--- src/rtl/ruth_pkg.sv ---
// Types and constants of the routing usage tile histogram.
package ruth_pkg;

	localparam int COORD_W = 24;
	localparam int SIZE_W = 16;
	localparam int TILES_W = 7;
	localparam int CFG_IDX_W = 3;
	localparam int CFG_DATA_W = 24;
	localparam int USAGE_W = 35;
	localparam int IN_DATA_W = 112;
	localparam int OUT_DATA_W = 72;

	// Command codes (s_tuser)
	localparam logic CMD_ADD = 1'b0;
	localparam logic CMD_READ = 1'b1;

	// Status codes (m_tuser)
	localparam logic [1:0] ST_COUNTED = 2'd0;
	localparam logic [1:0] ST_RANGE = 2'd1;
	localparam logic [1:0] ST_READ = 2'd2;

	// Register indexes
	localparam logic [CFG_IDX_W-1:0] REG_ORIGIN_X = 3'd0;
	localparam logic [CFG_IDX_W-1:0] REG_ORIGIN_Y = 3'd1;
	localparam logic [CFG_IDX_W-1:0] REG_TILE_W = 3'd2;
	localparam logic [CFG_IDX_W-1:0] REG_TILE_H = 3'd3;
	localparam logic [CFG_IDX_W-1:0] REG_TILES_ACROSS = 3'd4;
	localparam logic [CFG_IDX_W-1:0] REG_TILES_DOWN = 3'd5;

	typedef enum logic [9:0] {
		S_CLEAR = 10'b00_0000_0001,
		S_IDLE = 10'b00_0000_0010,
		S_DIV = 10'b00_0000_0100,
		S_RD = 10'b00_0000_1000,
		S_UPD = 10'b00_0001_0000,
		S_LRD = 10'b00_0010_0000,
		S_LACC = 10'b00_0100_0000,
		S_MUL = 10'b00_1000_0000,
		S_FIN = 10'b01_0000_0000,
		S_SPARE = 10'b10_0000_0000
	} state_t;

	// Divider handshake
	typedef struct packed {
		logic start;
	} div_ctl_t;

	typedef struct packed {
		logic done;
	} div_sts_t;

endpackage

--- src/rtl/ruth_div.sv ---
// Serial restoring divider, one quotient bit per cycle.
module ruth_div
	import ruth_pkg::*;
(
	input  logic               clk,
	input  logic               arst_n,
	input  div_ctl_t           ctl,
	input  logic [COORD_W-1:0] dividend,
	input  logic [SIZE_W-1:0]  divisor,
	output div_sts_t           sts,
	output logic [COORD_W-1:0] quotient
);

	localparam int CNT_W = $clog2(COORD_W + 1);

	logic [SIZE_W-1:0]  rem_q;
	logic [COORD_W-1:0] quo_q;
	logic [SIZE_W-1:0]  dsr_q;
	logic [CNT_W-1:0]   cnt_q;
	logic               busy_q;
	logic               done_q;
	logic [SIZE_W:0]    shifted;
	logic [SIZE_W:0]    trial;

	// Form the partial remainder and trial subtract
	always_comb begin
		shifted = {rem_q, quo_q[COORD_W-1]};
		trial = shifted - {1'b0, dsr_q};
	end

	// Step one bit per cycle
	always_ff @(posedge clk or negedge arst_n) begin
		if (!arst_n) begin
			busy_q <= 1'b0;
			done_q <= 1'b0;
			cnt_q <= '0;
		end else begin
			done_q <= 1'b0;
			if (ctl.start) begin
				busy_q <= 1'b1;
				cnt_q <= '0;
			end else if (busy_q) begin
				cnt_q <= cnt_q + 1'b1;
				if (cnt_q == CNT_W'(COORD_W - 1)) begin
					busy_q <= 1'b0;
					done_q <= 1'b1;
				end
			end
		end
	end

	always_ff @(posedge clk) begin
		if (ctl.start) begin
			rem_q <= '0;
			quo_q <= dividend;
			dsr_q <= divisor;
		end else if (busy_q) begin
			if (!trial[SIZE_W]) begin
				rem_q <= trial[SIZE_W-1:0];
				quo_q <= {quo_q[COORD_W-2:0], 1'b1};
			end else begin
				rem_q <= shifted[SIZE_W-1:0];
				quo_q <= {quo_q[COORD_W-2:0], 1'b0};
			end
		end
	end

	assign sts.done = done_q;
	assign quotient = quo_q;

endmodule

--- config.mk ---
export PLATFORM = sky130hd
export DESIGN_NAME = ruth_div
export DESIGN_NICKNAME = d
export VERILOG_FILES = /design/src/rtl/ruth_pkg.sv /design/src/rtl/ruth_div.sv
export SDC_FILE = /design/constraint.sdc
export NUM_CORES = 1
export LEC_CHECK = 0
export ABC_CLOCK_PERIOD_IN_PS = 2910
export BUFFER_PORTS_ARGS = -buffer_cell sky130_fd_sc_hd__buf_4
export CAP_MARGIN = 20
export CORE_MARGIN = 3
export CORE_UTILIZATION = 55
export CTS_CLUSTER_SIZE = 8
export DETAILED_ROUTE_END_ITERATION = 8
export PLACE_DENSITY = 0.8
export SLEW_MARGIN = 15
export SYNTH_ARGS = -nofsm -noshare
export SYNTH_HDL_FRONTEND = slang
export SYNTH_SLANG_ARGS = --single-unit
--- constraint.sdc ---
create_clock -name clk -period 2.91 [get_ports clk]
set_input_delay 0.1455 -clock clk [delete_from_list [all_inputs] [get_ports clk]]
set_output_delay 0.1455 -clock clk [all_outputs]
set_load 0.02 [all_outputs]
Word level (Yosys, flattened, before mapping)
Index checks and enable logic that the tools add are counted.

cells by class
  $add $sub $neg = 2
  eq/ne operators = 1
  mux-type cells = 12
  reduce and logical (&&, ||, !) cells = 1

operators with widths
  cell                                         number
  two-way mux 24 bit                           2
  subtractor 17 x 16 -> 17 bit                 1
  two-way mux 16 bit                           1
  two-way mux 5 bit                            2
  two-way mux 1 bit                            7
  adder 5 x 1 -> 5 bit, second input constant  1
  == test 5 bit, second input constant         1
  nonzero test 2 bit                           1

storage, ports and cells
  register bits after elaboration = 63
  input port bits = 43
  output and inout port bits = 25
  word-level logic and storage cells = 22

Longest topological paths before layout
  depth in word-level cells = 4
  mapped depth = 12
  depth with buffers taken out = 10

Worst setup path after synthesis
Ideal clock, no wire load.

  path kind = flip-flop to flip-flop
  start = register quo_q[23] (netlist: quotient[23])
  end = register quo_q[0] (netlist: quotient[0]) (data pin)
  setup time = 260 ps
  arrival time = 2425 ps
  data required time = 2650 ps
  path slack = 225 ps
  cell stages (with the launch flop) = 12
  path buffers = 1
  period minus slack after synthesis = 2685 ps
  cells stage by stage = edfxtp_1 -> inv_1 -> ha_1 -> fa_1 -> nand2b_1 -> a21oi_1 -> o21ai_2 -> nor3_1 -> o31ai_1 -> and2_4 -> buf_6 -> mux2_2

between the ends
  cells in the longest elaborated chain, start to end = 4

RTL lines
  what                          line            RTL
  start: declaration            ruth_div.sv:17  logic [COORD_W-1:0] quo_q;
  start signal: assignment      ruth_div.sv:55  quo_q <= dividend;
  start signal: assignment      ruth_div.sv:60  quo_q <= {quo_q[COORD_W-2:0], 1'b1};
  start signal: assignment      ruth_div.sv:63  quo_q <= {quo_q[COORD_W-2:0], 1'b0};
  subtractor 17 x 16 -> 17 bit  ruth_div.sv:28  trial = shifted - {1'b0, dsr_q};
  two-way mux 1 bit             ruth_div.sv:58  if (!trial[SIZE_W]) begin
  two-way mux 24 bit            ruth_div.sv:57  end else if (busy_q) begin
  two-way mux 24 bit            ruth_div.sv:53  if (ctl.start) begin

Every way passes these cells. The select of a mux whose other input is x is not followed.
A chain may end at the register's enable or synchronous reset.

Worst setup path after layout
  start = register quo_q[23] (netlist: quotient[23])
  end = register rem_q[15]

between the ends
  cells in the longest elaborated chain, start to end = 2

RTL lines
  what                          line            RTL
  subtractor 17 x 16 -> 17 bit  ruth_div.sv:28
  two-way mux 16 bit            ruth_div.sv:58
  end signal: assignment        ruth_div.sv:59  rem_q <= trial[SIZE_W-1:0];
  end signal: assignment        ruth_div.sv:62  rem_q <= shifted[SIZE_W-1:0];
  end: declaration              ruth_div.sv:16  logic [SIZE_W-1:0] rem_q;

Every way passes these cells.

==> summary.md <==
| Metric | Value |
|---|---|
| Run status | complete, no violations |
| RePlAce Congestion | 0.868 |
| Skew-Pair Late Insertion Delay | 340 ps |
| Nets | 465 |
| I/O pin total | 68 |
| Static leakage power | 1.94 nW |
| Total design power | 3.22 mW |
| GR Layer Usage met2 | 35.0% |
| Initial cell density of the core | 57.7% |
| # clock sinks | 63 |
| Post-synthesis cell count | 318 |
| Largest net degree at the start of global routing | 34 |
| Die Span Y | 85.3 µm |
| Syn Nets | 379 |
| Layout cell share with drive strength beyond 1 | 30.6% |
| Initial DRC count | 168 |
| CP max stage delay | 560 ps |
| WP data required | 3150 ps |
| Vias/cell | 5.81 |
| Worst min-delay path category | in2reg |
| Top Usage Layer GRT | met2 |
| First-pass GRT wire length | 12900 µm |
| Largest delay contributor family on the critical path | simple AND/OR/NAND/NOR gates |
| Number of antenna diodes | 0 |
| Reg2reg start | quotient[23] |
| Initial antenna violation count | 0 |
| Critical path class | reg2reg |
| Fill cells | 417 |
| Vias in the first global route | 2761 |
| Max-slew violations | 0 |
| Max VDD drop | 0.506 mV |
| Via count | 2811 |
| Clk buf depth | 2 |
| GRT Total Usage | 22.3% |
| Crit path capture type | flip-flop |
| Dpl cell area | 4030 µm² |
| Core area | 5990 µm² |
| Syn avg cell area | 10.9 µm² |
| Post-route ant nets | 0 |
| Synth Flop Type | edfxtp_1 |
| Die Width | 85.3 µm |
| Final setup viols | 0 |
| Commonest non-fill, non-tap cell in the layout | buf_4 |
| Root Driver | clkbuf_8 |
| M3 GR Usage | 4.95% |
| Hold path start | dividend[8] |
| Unique masters post-synth | 52 |
| Most frequent cells in the layout | buf_4, edfxtp_1, nor2_1, mux2_2, nand2_1 |
| CTS tree | done |
| CP startpoint | quotient[23] |
| Number of max-cap violations | 0 |
| DP Wirelength | 5390 µm |
| Cell Pwr Density | 731 nW/µm² |
| WP data arrival | 2980 ps |
| CP startpoint kind | flip-flop |
| Fin crit share | 94.1% |
| Final min period | 2740 ps |
| Pre-CTS setup slack | 171 ps |
| Worst-Margin Slew | 515 ps |
| Buffers added on ports | 67 |
| Ys Warns | 0 |
| Worst path slowest cell | or4_4 |
| DR DRC count | 0 |
| First-pass DRT Iterations | 6 |
| Syn-to-layout area delta | 27.5% |
| R2R setup slack | 170 ps |
| Die area | 7270 µm² |
| Post-synth EDFFs | 40 |
| CP Max Fanout | 11 |
| Final Skew | 8.91 ps |
| Post-layout instance area | 4400 µm² |
| Setup TNS | 0 ps |
| Slack of the critical path | 171 ps |
| Ys async rst share | 11.1% |
| Wire per inst | 16.3 µm |
| Num CTS Buffers | 9 |
| Grt met1 use | 29.0% |
| WL final | 7880 µm |
| Core Util, Final | 73.5% |
| # rows | 28 |
| Slew HR | 65.6% |
| Final hold viol count | 0 |
| Cell area after synthesis | 3450 µm² |
| Total gr overflow | 0 |
| H-Tree Depth | 3 |
| Worst Path Buf+Inv | 2 |
| Max Freq | 365 MHz |
| FF+latch count, synth | 63 |
| Critical Path, Cell by Cell | inv_1 > ha_1 > fa_1 > nand2b_1 > a21oi_1 > o21ai_2 > nor3_2 > or4_4 > buf_4 > a21bo_1 > a311oi_1 |
| Seq/Total Area, Yosys | 49.1% |
| Worst-path clk slew | 80 ps |
## routing by layer
metal | part of all wire, % | vias up
li1 | - | 1346
met1 | 42 | 1322
met2 | 48 | 118
met3 | 7.1 | 25
met4 | 2.8 | 0
met5 | 0 | -
## report_power, final
| group | internal [mW] | switching (mW) | leakage (nW) |
|---|---|---|---|
| sequential | 1.11 | 0.108 | 0.633 |
| combinational | 0.568 | 0.685 | 1.22 |
| clock | 0.396 | 0.353 | 0.0956 |
| total | 2.07 | 1.15 | 1.94 |
## synth_stat cells (2+ instances only)
master / n / share of area, %
clkbuf_1: 9 / 0.98
nand4_1: 10 / 1.8
edfxtp_1: 40 / 35
a21oi_2: 2 / 0.51
ha_1: 17 / 6.2
mux2_2: 24 / 7.8
a21bo_1: 3 / 0.87
nand2b_1: 3 / 0.54
nor2b_1: 2 / 0.36
a311oi_1: 6 / 1.5
nor2_1: 33 / 3.6
inv_1: 21 / 2.3
a2111o_1: 2 / 0.65
dfxtp_1: 16 / 9.3
xnor2_1: 3 / 0.76
o21ai_0: 9 / 1.3
nor3_1: 2 / 0.29
o311ai_0: 2 / 0.51
buf_2: 4 / 0.58
nand3b_1: 2 / 0.43
buf_6: 2 / 0.65
buf_1: 2 / 0.22
o2111ai_1: 2 / 0.51
o311a_1: 7 / 2.0
xor2_1: 12 / 3.0
nand3_1: 10 / 1.4
nand2_1: 22 / 2.4
dfrtp_1: 7 / 5.1
a211oi_1: 3 / 0.65
o31ai_1: 2 / 0.43
o21a_1: 2 / 0.43
a21o_1: 3 / 0.65
a21oi_1: 15 / 2.2
## sequential cells by signal (all words and copies together), names as in the netlist
register,count
sts,1
busy_q,1
dsr_q,16
rem_q,16
cnt_q,5
quotient,24
## metrics by stage
step                      hold WS (ps)  instances
after floorplan                   -150        318
after global placement           -38.9        450
after detailed placement         -37.4        450
after CTS                         91.8        483
after global routing              94.2        484
final                             98.4        484
## cells by family (layout without fill, tap and decap cells)
kind of cell | after synthesis | after routing | synth area share [%]
AND/OR/NAND/NOR | 91 | 91 | 12.6
flip-flops | 63 | 63 | 49.1
multiplexers | 25 | 25 | 8.11
buffers and inverters | 38 | 129 | 4.71
XOR/XNOR | 15 | 15 | 3.80
adder cells (fa/ha/maj) | 18 | 18 | 6.74
AO/OA/AOI/OAI | 68 | 68 | 15.0
## cell type report
| class | instances | area [µm²] | share of cell area, % |
|---|---|---|---|
| tap | 75 | 93.8 | 2.13 |
| sequential | 63 | 1700 | 38.5 |
| inverter | 21 | 78.8 | 1.79 |
| clock buffer | 9 | 124 | 2.81 |
| timing repair buffer | 92 | 733 | 16.6 |
| multi-input combinational | 217 | 1610 | 36.4 |
| clock inverter | 7 | 72.6 | 1.65 |
## path summary, 6_finish.rpt
| path | end | cells after the start |
|---|---|---|
| min in group asynchronous | cnt_q[4] | 2 |
| worst max register to register | rem_q[15] | 11 |
| max in group asynchronous | cnt_q[1] | 2 |
| worst min-delay path | quotient[8] | 2 |
| worst max-delay path | rem_q[15] | 11 |
| worst min register to register | rem_q[10] | 2 |
## what timing repair did
action	4_1_cts	5_1_grt
endpoints found under the setup margin	0	6
hold buffers	17	0
endpoints found under the hold margin	23	0
setup buffers	0	1
resized for setup	0	1
Power figures use the tool's default switching activity.
